## src/sv/rtsb_pkg.sv

```systemverilog
// ----------------------------------------------------------------------------
// rtsb_pkg
// Shared constants, opcodes and cell command/response types for the
// reloading timer slot bank.
// ----------------------------------------------------------------------------
package rtsb_pkg;

  localparam int NumSlots   = 6;
  localparam int CountWidth = 32;
  localparam int SlotW      = 3;
  localparam int PendW      = 8;
  localparam int OpW        = 3;
  localparam int FieldW     = 32;

  localparam logic [OpW-1:0] OpTick    = 3'd0;
  localparam logic [OpW-1:0] OpService = 3'd1;
  localparam logic [OpW-1:0] OpAdd     = 3'd2;
  localparam logic [OpW-1:0] OpRemove  = 3'd3;
  localparam logic [OpW-1:0] OpQuery   = 3'd4;

  // Command broadcast to every cell for one accepted transfer.
  typedef struct packed {
    logic                  accept;
    logic [OpW-1:0]        op;
    logic [SlotW-1:0]      slot_index;
    logic [SlotW-1:0]      svc_slot;
    logic [CountWidth-1:0] start;
    logic [CountWidth-1:0] reload;
  } cell_cmd_t;

  // Response contribution of one cell; the top level ORs them together.
  typedef struct packed {
    logic             take;
    logic             ok;
    logic [SlotW-1:0] slot;
    logic             fired;
    logic [PendW-1:0] pending;
  } cell_rsp_t;

endpackage

```

## src/sv/rtsb_cell.sv

```systemverilog
// ----------------------------------------------------------------------------
// rtsb_cell
// One timer slot: down-counter, reload value, pending-expiry count and the
// allocation bit, plus its link in the first-free allocation chain.
// ----------------------------------------------------------------------------
module rtsb_cell (
  input  logic                      clk_i,
  input  logic                      rst_ni,
  input  logic [rtsb_pkg::SlotW-1:0] idx_i,
  input  rtsb_pkg::cell_cmd_t       cmd_i,
  input  logic                      taken_i,
  output logic                      taken_o,
  output rtsb_pkg::cell_rsp_t       rsp_o
);
  import rtsb_pkg::*;

  logic                  valid_q, valid_d;
  logic [CountWidth-1:0] count_q, count_d;
  logic [CountWidth-1:0] reload_q, reload_d;
  logic [PendW-1:0]      pend_q, pend_d;

  logic                  tick_hit, svc_hit, add_hit, rem_hit, qry_hit, fire;
  logic [CountWidth-1:0] count_dec;
  logic [PendW-1:0]      pend_dec;

  assign taken_o   = taken_i | ~valid_q;
  assign tick_hit  = cmd_i.accept && (cmd_i.op == OpTick) && valid_q && (count_q != '0);
  assign svc_hit   = cmd_i.accept && (cmd_i.op == OpService) && (cmd_i.svc_slot == idx_i);
  assign add_hit   = cmd_i.accept && (cmd_i.op == OpAdd) && !valid_q && !taken_i;
  assign rem_hit   = cmd_i.accept && (cmd_i.op == OpRemove) && (cmd_i.slot_index == idx_i);
  assign qry_hit   = (cmd_i.op == OpQuery) && (cmd_i.slot_index == idx_i);
  assign fire      = svc_hit && valid_q && (pend_q != '0);
  assign count_dec = count_q - CountWidth'(1);
  assign pend_dec  = pend_q - PendW'(1);

  always_comb begin
    valid_d  = valid_q;
    count_d  = count_q;
    reload_d = reload_q;
    pend_d   = pend_q;
    if (tick_hit) begin
      if (count_dec == '0) begin
        count_d = reload_q;
        if (pend_q != '1) begin
          pend_d = pend_q + PendW'(1);
        end
      end else begin
        count_d = count_dec;
      end
    end
    if (fire) begin
      pend_d = pend_dec;
      // A stopped slot with nothing left to report is released.
      if ((count_q == '0) && (pend_dec == '0)) begin
        valid_d = 1'b0;
      end
    end
    if (add_hit) begin
      valid_d  = 1'b1;
      count_d  = cmd_i.start;
      reload_d = cmd_i.reload;
      pend_d   = '0;
    end
    if (rem_hit) begin
      valid_d = 1'b0;
    end
  end

  always_comb begin
    rsp_o         = '0;
    rsp_o.take    = add_hit;
    rsp_o.ok      = add_hit | (qry_hit & valid_q);
    rsp_o.slot    = (add_hit | svc_hit) ? idx_i : '0;
    rsp_o.fired   = fire;
    rsp_o.pending = fire ? pend_dec : '0;
  end

  always_ff @(posedge clk_i or negedge rst_ni) begin
    if (!rst_ni) begin
      valid_q <= 1'b0;
    end else begin
      valid_q <= valid_d;
    end
  end

  always_ff @(posedge clk_i) begin
    count_q  <= count_d;
    reload_q <= reload_d;
    pend_q   <= pend_d;
  end

endmodule

```

## src/sv/reloading_timer_slot_bank_unit.sv

```systemverilog
// ----------------------------------------------------------------------------
// reloading_timer_slot_bank_unit
// A bank of reloading timer slots built as a row of slot cells.
// ----------------------------------------------------------------------------
// Output: a result appears in the cycle after its item transfer, from the
// output register.
// Throughput: one item per cycle unless a stalled result holds the input;
// every cell and the allocation chain settle within the accepting cycle.
// Reset: all slots are free, the service pointer sits on the last slot so
// the first service examines slot 0, and no result is held.
module reloading_timer_slot_bank_unit (
  input  logic                        clk_i,
  input  logic                        rst_ni,
  input  logic                        in_valid_i,
  output logic                        in_stall_o,
  input  logic [rtsb_pkg::OpW-1:0]    opcode_i,
  input  logic [rtsb_pkg::SlotW-1:0]  slot_index_i,
  input  logic [rtsb_pkg::FieldW-1:0] start_count_i,
  input  logic [rtsb_pkg::FieldW-1:0] reload_value_i,
  output logic                        out_valid_o,
  input  logic                        out_stall_i,
  output logic                        ok_o,
  output logic [rtsb_pkg::SlotW-1:0]  slot_out_o,
  output logic                        fired_o,
  output logic [rtsb_pkg::PendW-1:0]  pending_left_o
);
  import rtsb_pkg::*;

  logic                 accept;
  logic [SlotW-1:0]     ptr_q, ptr_d, ptr_next;
  cell_cmd_t            cmd;
  cell_rsp_t            rsp [NumSlots];
  cell_rsp_t            rsp_all;
  logic [NumSlots:0]    taken;
  logic [NumSlots-1:0]  take_vec;

  logic                 out_valid_q;
  logic                 ok_q;
  logic [SlotW-1:0]     slot_q;
  logic                 fired_q;
  logic [PendW-1:0]     pend_q;

  // The input side is held only while a finished result waits on a stalled
  // output. Otherwise the output register frees up in the same cycle.
  assign in_stall_o = out_valid_q && out_stall_i;
  assign accept     = in_valid_i && !in_stall_o;

  // Round-robin service pointer wraps at the last slot.
  assign ptr_next = (ptr_q == SlotW'(NumSlots - 1)) ? '0 : ptr_q + SlotW'(1);
  assign ptr_d    = (accept && (opcode_i == OpService)) ? ptr_next : ptr_q;

  always_comb begin
    cmd            = '0;
    cmd.accept     = accept;
    cmd.op         = opcode_i;
    cmd.slot_index = slot_index_i;
    cmd.svc_slot   = ptr_next;
    cmd.start      = start_count_i[CountWidth-1:0];
    cmd.reload     = reload_value_i[CountWidth-1:0];
  end

  // The first-free chain starts with nothing taken; each cell passes on
  // whether it or any earlier cell is free.
  assign taken[0] = 1'b0;

  for (genvar i = 0; i < NumSlots; i++) begin : g_cell
    rtsb_cell u_cell (
      .clk_i   (clk_i),
      .rst_ni  (rst_ni),
      .idx_i   (SlotW'(i)),
      .cmd_i   (cmd),
      .taken_i (taken[i]),
      .taken_o (taken[i+1]),
      .rsp_o   (rsp[i])
    );
    assign take_vec[i] = rsp[i].take;
  end

  // At most one cell responds to any item, so an OR merges the responses.
  always_comb begin
    rsp_all = '0;
    for (int i = 0; i < NumSlots; i++) begin
      rsp_all = rsp_all | rsp[i];
    end
  end

  always_ff @(posedge clk_i or negedge rst_ni) begin
    if (!rst_ni) begin
      ptr_q       <= SlotW'(NumSlots - 1);
      out_valid_q <= 1'b0;
    end else begin
      ptr_q <= ptr_d;
      if (accept) begin
        out_valid_q <= 1'b1;
      end else if (!out_stall_i) begin
        out_valid_q <= 1'b0;
      end
    end
  end

  always_ff @(posedge clk_i) begin
    if (accept) begin
      ok_q    <= rsp_all.ok;
      slot_q  <= rsp_all.slot;
      fired_q <= rsp_all.fired;
      pend_q  <= rsp_all.pending;
    end
  end

  assign out_valid_o    = out_valid_q;
  assign ok_o           = ok_q;
  assign slot_out_o     = slot_q;
  assign fired_o        = fired_q;
  assign pending_left_o = pend_q;

`ifndef ASSERT_OFF
  a_ptr_range : assert property (@(posedge clk_i) disable iff (!rst_ni)
    ptr_q <= SlotW'(NumSlots - 1))
    else $error("service pointer beyond last slot");

  a_one_take : assert property (@(posedge clk_i) disable iff (!rst_ni)
    $onehot0(take_vec))
    else $error("more than one slot allocated by one add");

  a_result_follows : assert property (@(posedge clk_i) disable iff (!rst_ni)
    accept |=> out_valid_o)
    else $error("accepted transfer produced no result");

  a_fired_not_ok : assert property (@(posedge clk_i) disable iff (!rst_ni)
    (out_valid_o && fired_o) |-> !ok_o)
    else $error("fired service result also flags ok");

  a_ptr_moves : assert property (@(posedge clk_i) disable iff (!rst_ni)
    (accept && (opcode_i != OpService)) |=> $stable(ptr_q))
    else $error("service pointer moved without a service transfer");
`endif

endmodule

```

## config.mk

```make
export PLATFORM = sky130hd
export DESIGN_NAME = reloading_timer_slot_bank_unit
export DESIGN_NICKNAME = d
export VERILOG_FILES = /design/src/sv/rtsb_pkg.sv /design/src/sv/rtsb_cell.sv /design/src/sv/reloading_timer_slot_bank_unit.sv
export SDC_FILE = /design/constraint.sdc
export NUM_CORES = 1
export LEC_CHECK = 0
export BUFFER_PORTS_ARGS = -buffer_cell sky130_fd_sc_hd__buf_4
export CORE_ASPECT_RATIO = 1.4
export CORE_MARGIN = 8
export CORE_UTILIZATION = 35
export DETAILED_ROUTE_END_ITERATION = 12
export GPL_ROUTABILITY_DRIVEN = 1
export PLACE_DENSITY = 0.48
export SYNTH_ARGS = -nofsm -noshare
export SYNTH_HDL_FRONTEND = slang
export SYNTH_SLANG_ARGS = --single-unit
```

## constraint.sdc

```tcl
create_clock -name clk_i -period 6.5 [get_ports clk_i]
set_input_delay 1.3 -clock clk_i [delete_from_list [all_inputs] [get_ports clk_i]]
set_output_delay 1.3 -clock clk_i [all_outputs]
set_load 0.01 [all_outputs]
```

==> flow_results.org, run 1 <==
** Power and ir drop
- In this run the power density over the cells is 240 mW/mm2.
- Switch share :: 0.264
- Combinational Power Share :: 0.092
- For this design the total switching power over the nets is roughly 1800 uW.
- Portion of total power attributed to the clock network :: 0.408
- Seq pwr share :: 0.499
- IR drop worst, VDD :: 0.000303 V
- Design internal power :: about 5000 uW
- Summed over all cells, the static leakage comes to just over 0.009 uW.

** Worst setup path
- Depth of the most critical reg-to-reg path :: 12
- The worst register-to-register path ends at g_cell[4].u_cell.pend_q[7]$_SDFFE_PP0P_.
- In this run the critical register-to-register path is launched from g_cell[4].u_cell.count_q[0]$_DFFE_PP_.
- The worst setup path is launched from a register.
- STA puts the critical path data arrival time at 5170 ps.
- Critical Path Sink Type :: register
- Setup slack on the worst reg-to-reg path comes out at 1870 ps.
- WS Path Type :: register to register
- On the critical path, the stage with the largest delay is an instance of sky130_fd_sc_hd__nor4_4.
- Maximum single-stage delay on the critical path :: around 790 ps
- Of all nets on the critical path, the largest fanout is 12.
- For the worst setup path, the data required time is roughly 7000 ps.
- Ordered list of cells on the worst path :: inv_1 -> ha_1 -> nor3b_2 -> nand2_1 -> nor4b_1 -> xnor2_1 -> o2111ai_1 -> nor4_4 -> buf_4 -> nand4_1 -> or3_1 -> a31oi_1

** Finish
- Of the cells placed in the final design, the portion with a size suffix greater than 1 is 0.0985.
- Final-stage net count :: around 2,700
- Growth of design area from synthesis to finish :: 12.3%
- Layout filler cell count :: ~7,000
- The finished layout holds 3,534 standard cells, fillers aside.

** Synthesis
- Mean instance size in the synthesized netlist :: approximately 10 um2
- Ranked by total cell area, the synthesized netlist is headed by sky130_fd_sc_hd__edfxtp_1 47%, sky130_fd_sc_hd__nor2_1 5.0%, sky130_fd_sc_hd__a21oi_1 4.3%.
- Counting every instance in the synthesized netlist gives between 2,000 and 3,000.
- Post-synth top area cell :: sky130_fd_sc_hd__edfxtp_1
- Register bit total from synthesis :: 455
- Register area share after synthesis :: 0.523
- The synthesized netlist occupies a cell area of around 0.025 mm2.
- The synthesized design contains a little under 400 enable-type register cells.
- Number of library cell types mapped by synthesis :: between 80 and 90
- Among all flip-flop cells after synthesis, the most frequent one is sky130_fd_sc_hd__edfxtp_1.
- Of all flip-flops after synthesis, the portion carrying an async set or reset was 0.0220.
- The number of nets in the synthesized netlist is ~2,600.
- Of the post-synthesis cell area, the dominant cell type holds 0.475.
- Yosys printed 0 warnings.

** Placement
- Number of buffer cells added on primary ports :: 88
- Routability-driven placement finished with a final weighted congestion of between 0.9 and 1.
- In this run, placement finished with an instance count of around 3,400.
- Summed over all nets, the half-perimeter wirelength after detailed placement is ~66,000 um.

** Clocking
- TritonCTS clock tree :: yes
- CTS Sinks :: 455
- In this run the deepest clock path goes through 3 buffers.
- Worst-Skew Late Latency :: just over 600 ps
- Post-CTS Hold Buffers :: 0
- Post-cts resize count :: 0
- The cell sitting at the root of the clock tree is a sky130_fd_sc_hd__clkbuf_16.
- Register clock-pin slew on the reported worst setup and hold paths :: 60 ps
- Number of clock buffers inserted by TritonCTS :: just under 50
- In this run the post-CTS setup repair buffer count came out at 0.
- CTS H-tree depth :: 2

** Timing
- Final period utilization :: 0.713
- Static timing analysis puts the maximum clock frequency at between 200 and 250 MHz.
- Setup repair after global routing left no endpoint under its margin.
- Max-slew violation count :: 0
- The worst pin sits at a relative slew slack of 0.149.
- Adding up every negative setup slack in the final design gives 0 ps.
- Slew @ Worst Pin :: 1270 ps
- The clock period could shrink to 4630 ps.
- Final hold viol count :: 0
- Max Clock Skew :: ~22 ps
- Setup violations remaining at the end of the flow were counted as 0.

** Global routing
- For this run, the total global-route usage over all layers was measured as 0.225.
- The total overflow left after global routing is 0.
- For met1 alone, demand over resource in global routing was 0.262.
- The number of global-route vias before repair is roughly 20,000.
- Global-route wire length before repair :: between 100,000 and 150,000 um
- For met2 alone, demand over resource in global routing was 0.394.
- For this run, global-route usage on met3 was measured as 0.0305.
- Initial antenna violation count :: 8
- Largest net degree at the start of global routing :: a little over 70
- After global routing, the most crowded layer is met2.

** Floorplanning
- The die covers approximately 0.081 mm2.
- The total area inside the core boundary comes to 0.0713 mm2.
- Measured along the y axis, the die boundary spans 333 um.
- The floorplan has 116 rows.
- Top-Level Pins :: around 90
- In this run the horizontal extent of the chip is between 200 and 250 um.
- The initial utilization of the core area, before any placement, comes to 0.353.

** Detailed routing
- Starting DRT DRC Count :: 2,030
- DR vias :: between 20,000 and 25,000
- Remaining number of nets flagged by the antenna check after routing :: 0
- Final routed wirelength across all metal layers :: 94,400 um
- Average wire per standard cell :: roughly 27 um
- Using the TritonRoute via totals, the vias-per-cell ratio works out to roughly 5.8.
- The first TritonRoute pass finished after 6 iterations.
- After detailed routing, the number of remaining DRC violations is 0.

** Run
- Max-Cap Viols :: 0

** Status
- Status :: finished clean

** Worst hold path
- For hold timing, the worst endpoint is ptr_q[0]$_DFFE_PN1P_.
- In this run the worst hold path is classified as register to register.
- Worst Hold Depth :: 2
- Hold_sp :: ptr_q[0]$_DFFE_PN1P_
per-layer routing:
layer / part of all wire / wire [um] / vias up
met1: 0.39 / 36500 / 10100
met5: 0 / 0 / -
li1: - / - / 9416
met2: 0.49 / 46700 / 767
met4: 0.065 / 6130 / 0
met3: 0.053 / 5010 / 217
metrics by stage:
| step | power, uW | hold slack, ps | worst slack (ps) | utilization | instance area, um2 |
|---|---|---|---|---|---|
| 2_1_floorplan | 3740 | 503 | 1510 | - | 25100 |
| 3_3_place_gp | 4070 | 500 | 1920 | 0.374 | 26700 |
| 3_5_place_dp | 4070 | 505 | 1830 | 0.374 | 26700 |
| 4_1_cts | 6840 | 498 | 1870 | 0.396 | 28200 |
| 5_1_grt | 6970 | 511 | 1460 | 0.396 | 28200 |
| 6_report | 6780 | 512 | 1870 | 0.396 | 28200 |
power by group through the flow:
stage	logic, uW	clock network [uW]	registers [uW]
2_1_floorplan	361	0	3380
3_3_place_gp	626	0	3440
3_5_place_dp	627	0	3440
4_1_cts	630	2830	3380
5_1_grt	668	2910	3390
6_report	626	2770	3380
cells by family after synthesis:
logic type	share of synthesized area
flops	0.523
buf+inv	0.0282
fa+ha+maj	0.0179
mux	0.00941
compound gates	0.125
simple gates	0.220
xor+xnor	0.0774
cell type report:
| cell class | instances | area, um2 | share of cell area |
|---|---|---|---|
| clock inverter | 32 | 254 | 0.00901 |
| timing repair buffer | 115 | 863 | 0.0306 |
| inverter | 45 | 169 | 0.00599 |
| antenna | 1 | 2.50 | 0.0000887 |
| clock buffer | 57 | 1280 | 0.0453 |
| sequential | 455 | 13100 | 0.466 |
| multi-input combinational | 1885 | 11300 | 0.401 |
| tap | 944 | 1180 | 0.0419 |
synth_stat cells (all sizes together) (7+ instances only):
cell	instances
edfxtp	397
nor2	335
nand2	241
a21oi	216
clkbuf	114
xnor2	113
xor2	109
nor3	97
a31oi	87
nand3	74
o21ai	72
nor4	63
dfxtp	48
or3	47
inv	44
nand4	42
ha	36
or4	34
and3	27
or2	24
buf	20
a211oi	18
mux2i	18
nor4b	17
o31ai	17
nand3b	16
nand2b	13
and2	12
nor3b	11
o22ai	11
o211ai	10
a41oi	9
nand4b	9
a22oi	8
and4	8
dfrtp	8
o2111ai	7
o21a	7
o41ai	7
state kept, by name (all words and copies together), names as in the netlist:
| register | flops |
|---|---|
| fired_o | 1 |
| g_cell.u_cell.count_q | 192 |
| g_cell.u_cell.pend_q | 48 |
| g_cell.u_cell.reload_q | 192 |
| g_cell.u_cell.valid_q | 6 |
| ok_o | 1 |
| out_valid_o | 1 |
| pending_left_o | 8 |
| ptr_q | 3 |
| slot_out_o | 3 |
cells in the final DEF (no fill, tap or decap), drive strengths merged, types with 12 or more instances in the layout:
cell,count
o21ai,72
nand2b,13
and3,27
clkinv,24
xor2,109
ha,36
and2,12
nand4,42
or2,24
a21oi,216
clkbuf,57
a211oi,18
nand3b,16
dfxtp,48
nand2,241
edfxtp,397
mux2i,18
a31oi,87
nor3,97
inv,45
or4,34
o31ai,17
nand3,74
nor4b,17
buf,115
xnor2,113
nor4,63
or3,47
nor2,335
worst max-delay path, delay by kind of cell, from the launching register on:
family / cells / cell delay, ps
buffers and inverters: 2 / 400
and+or+nand+nor: 6 / 2690
DFF: 1 / 470
AOI/OAI and AO/OA: 2 / 380
adders and majority gates: 1 / 400
xor gates and xnor gates: 1 / 210
worst max path at each step:
| stage | start | endpoint | slack, ps | cells after the start |
|---|---|---|---|---|
| 6_report | g_cell[4].u_cell.count_q[0]$_DFFE_PP_ | g_cell[4].u_cell.pend_q[7]$_SDFFE_PP0P_ | 1870 | 12 |
| 3_3_place_gp | g_cell[0].u_cell.count_q[0]$_DFFE_PP_ | g_cell[0].u_cell.pend_q[4]$_SDFFE_PP0P_ | 1920 | 11 |
| 2_1_floorplan | opcode_i[0] | g_cell[5].u_cell.count_q[0]$_DFFE_PP_ | 1510 | 4 |
| 4_1_cts | g_cell[0].u_cell.count_q[0]$_DFFE_PP_ | g_cell[0].u_cell.pend_q[4]$_SDFFE_PP0P_ | 1870 | 11 |
| 5_1_grt | g_cell[0].u_cell.count_q[0]$_DFFE_PP_ | g_cell[0].u_cell.pend_q[4]$_SDFFE_PP0P_ | 1460 | 11 |
| 3_5_place_dp | g_cell[0].u_cell.count_q[0]$_DFFE_PP_ | g_cell[0].u_cell.pend_q[4]$_SDFFE_PP0P_ | 1830 | 11 |
No activity file was read; power rests on OpenSTA's default activity.
==> inputs of run 2 (changes only) <==
--- a/config.mk
+++ b/config.mk
@@ -11,7 +11,7 @@
 export CORE_UTILIZATION = 35
 export DETAILED_ROUTE_END_ITERATION = 12
 export GPL_ROUTABILITY_DRIVEN = 1
-export PLACE_DENSITY = 0.48
+export PLACE_DENSITY = 0.5
 export SYNTH_ARGS = -nofsm -noshare
 export SYNTH_HDL_FRONTEND = slang
 export SYNTH_SLANG_ARGS = --single-unit
==> constraint.sdc (replaced) <==
create_clock -name clk_i -period 4.05 [get_ports clk_i]
set_input_delay 0.81 -clock clk_i [delete_from_list [all_inputs] [get_ports clk_i]]
set_output_delay 0.81 -clock clk_i [all_outputs]
set_load 0.01 [all_outputs]
==> run 2 against run 1 <==
- fmax is 24% higher
- critical path type unchanged
- core utilization rose by 0.85 points
- register-to-register slack got worse by 1500 ps
- power is 62% higher
- clock power grew 64%
==> flow_results.org, run 2 (synthesis results as in run 1) <==
** Timing
- Max Clock Skew :: 27.7 ps (+5.85 ps)
- The setup TNS was 0 ps (unchanged).
- Max-slew violation count :: 0 (unchanged)
- Highest Clock Rate :: 269 MHz (+24%)
- Unrepaired setup endpoints after global routing :: false
- Worst rel slew slack :: 0.491 (+0.342)
- Post-route minimum period :: 3720 ps (-908 ps)
- The measured slew at the worst slew-check pin was 756 ps (-510 ps).
- The number of failing hold endpoints at the final stage is 0 (unchanged).
- The portion of the clock cycle consumed by the worst path in the final layout was 0.920 (+0.207).
- Final Setup Violations :: 0 (unchanged)

** Global routing
- Largest net degree at the start of global routing :: 65 (-9.7%)
- The number of global-route vias before repair was 20,100 (+0.38%).
- Global-route wire length before repair :: 133,000 um (-1.5%)
- The overall global routing resource usage was 0.220 (-0.00526).
- The global-route congestion overflow total was 0 (unchanged).
- Initial antenna violation count :: 2 (-6)

** Finish
- Most frequent cells in the layout :: 397 x sky130_fd_sc_hd__edfxtp_1, 333 x sky130_fd_sc_hd__nor2_1, 241 x sky130_fd_sc_hd__nand2_1
- Compared with the post-synthesis result, the final layout area differs by 14.7%.
- The final layout net count came to 2,720 (+2.2%).
- Share of final-layout standard cells stronger than drive strength 1 :: 0.119 (+0.0200)
- Most common cell after layout, fill and taps aside :: sky130_fd_sc_hd__edfxtp_1
- Registers with the highest flip-flop counts :: g_cell.u_cell.count_q x192, g_cell.u_cell.reload_q x192, g_cell.u_cell.pend_q x48

** Worst setup path
- The worst register-to-register path begins at g_cell[0].u_cell.count_q[1]$_DFFE_PP_.
- Data required time of the critical path :: 4520 ps (-2520 ps)
- The worst register-to-register path ends at g_cell[0].u_cell.pend_q[4]$_SDFFE_PP0P_.
- The critical-path maximum fanout came to 23 (+11).
- The depth of the most critical reg-to-reg path came to 12 (unchanged).
- WS Path Type :: register to register
- Data arrival, critical path :: 4200 ps (-970 ps)
- Startpoint class of the critical path :: register
- Critical Path Sink Type :: register
- Register-to-Register Setup Slack :: 330 ps (-1540 ps)

** Detailed routing
- Remaining number of nets flagged by the antenna check after routing :: 0 (unchanged)
- The vias per cell is 5.74 (-0.97%).
- The count of routing violations after the opening detailed-route iteration came to 1,795 (-12%).
- First-pass iteration count of the detailed router :: 5 (-1)
- The routed wirelength normalized by instance count was 25.7 um (-3.9%).
- The detailed-route DRC error count was 0 (unchanged).
- Final routed wirelength across all metal layers :: 92,200 um (-2.3%)
- DR vias :: 20,700 (+0.74%)

** Status
- Status :: finished clean

** Placement
- Final weighted congestion in routability-driven placement :: 0.952 (+3.2%)
- Dpl hpwl :: 64,100 um (-2.6%)
- The number of buffers added on ports came to 88 (unchanged).

** Floorplanning
- Horizontal die dimension :: 242 um (unchanged)
- Die Ht :: 333 um (unchanged)
- Die Area :: 0.0807 mm2 (unchanged)
- Placement row count :: 116 (unchanged)
- Top-Level Pins :: 89 (unchanged)
- The starting utilization of the core area was 0.353 (unchanged).
- The area inside the core boundary was 0.0713 mm2 (unchanged).

** Clocking
- TritonCTS clock tree :: yes
- CTS H-tree depth :: 2 (unchanged)
- Register clock-pin slew on the reported worst setup and hold paths :: 70 ps (about the same)
- Buffer depth of the longest clock path :: 3 (unchanged)
- Master cell of the clock root buffer :: sky130_fd_sc_hd__clkbuf_16
- Number of clock buffers inserted by TritonCTS :: 49 (unchanged)
- The insertion delay to the later sink of the worst-skew pair is 620 ps (about the same).
- The number of clock sinks came to 455 (unchanged).
- The post-CTS setup buffer count was 0 (unchanged).

** Power and ir drop
- The power density over cell area is 380 mW/mm2 (+58%).
- The highest ir drop seen on vdd came to 0.000305 V (+0.69%).
- Total Power :: 11,000 uW (+62%)
- Leak pwr :: 0.00967 uW (+3.5%)

** Run
- Max-Cap Viols :: 0 (unchanged)

** Worst hold path
- The tightest min-delay check is of the primary input to asynchronous set/reset pin type.
## run 2: report_power, final
group          leakage [uW]  internal [uW]  switching (uW)
sequential          0.00410           5220             195
clock              0.000761           2530            2010
combinational       0.00481            346             654
## run 2: layer usage
metal / wire [um] / vias to the layer above / GRT usage
met4: 6070 / 0 / 0.133
met2: 45600 / 728 / 0.386
met5: 0 / - / 0
li1: - / 9555 / -
met3: 4700 / 212 / 0.0283
met1: 35800 / 10200 / 0.253
## run 2: worst max-delay path by stage
stage	from	endpoint	slack [ps]	cells after the start
2_1_floorplan	in_valid_i	g_cell[5].u_cell.count_q[0]$_DFFE_PP_	210	8
3_3_place_gp	g_cell[0].u_cell.count_q[0]$_DFFE_PP_	g_cell[0].u_cell.pend_q[5]$_SDFFE_PP0P_	40	11
3_5_place_dp	g_cell[0].u_cell.count_q[1]$_DFFE_PP_	g_cell[0].u_cell.pend_q[5]$_SDFFE_PP0P_	50	11
4_1_cts	g_cell[0].u_cell.count_q[1]$_DFFE_PP_	g_cell[0].u_cell.pend_q[5]$_SDFFE_PP0P_	50	11
5_1_grt	g_cell[1].u_cell.count_q[13]$_DFFE_PP_	g_cell[1].u_cell.count_q[0]$_DFFE_PP_	60	10
6_report	g_cell[0].u_cell.count_q[1]$_DFFE_PP_	g_cell[0].u_cell.pend_q[4]$_SDFFE_PP0P_	330	12
## run 2: critical path, stage by stage, from the launching register on
cell	delay [ps]
sky130_fd_sc_hd__edfxtp_1	390
sky130_fd_sc_hd__inv_1	100
sky130_fd_sc_hd__ha_1	190
sky130_fd_sc_hd__or4b_4	500
sky130_fd_sc_hd__or3_1	580
sky130_fd_sc_hd__buf_4	260
sky130_fd_sc_hd__or4_1	490
sky130_fd_sc_hd__nand3_1	170
sky130_fd_sc_hd__nor2_1	60
sky130_fd_sc_hd__and3_2	380
sky130_fd_sc_hd__a31oi_1	230
sky130_fd_sc_hd__xor2_1	180
sky130_fd_sc_hd__nor2_1	50
## run 2: through the flow
step | cells | cell area, um2 | hold slack [ps] | worst slack, ps | util
6_report | 3595 | 28800 | 68.9 | 326 | 0.404
4_1_cts | 3593 | 28800 | 38.3 | 54.2 | 0.404
2_1_floorplan | 2519 | 25100 | 503 | 210 | -
3_3_place_gp | 3503 | 27200 | 496 | 41.7 | 0.382
5_1_grt | 3593 | 28800 | 49.4 | 63.3 | 0.404
3_5_place_dp | 3503 | 27200 | 506 | 53.4 | 0.382
## run 2: what timing repair did
| item | in CTS | in global routing |
|---|---|---|
| gates resized for setup | 0 | 2 |
| hold buffers | 0 | 0 |
| setup endpoints to repair | 0 | 26 |
## run 2: layout make-up
class	instances	area, um2
fillers	6960	42500
diodes	2	5.00
inverters	45	169
clock inverters	32	298
well taps	944	1180
multi-input cells	1885	11300
clock buffers	58	1280
flip-flops and latches	455	13100
repair buffers	174	1420
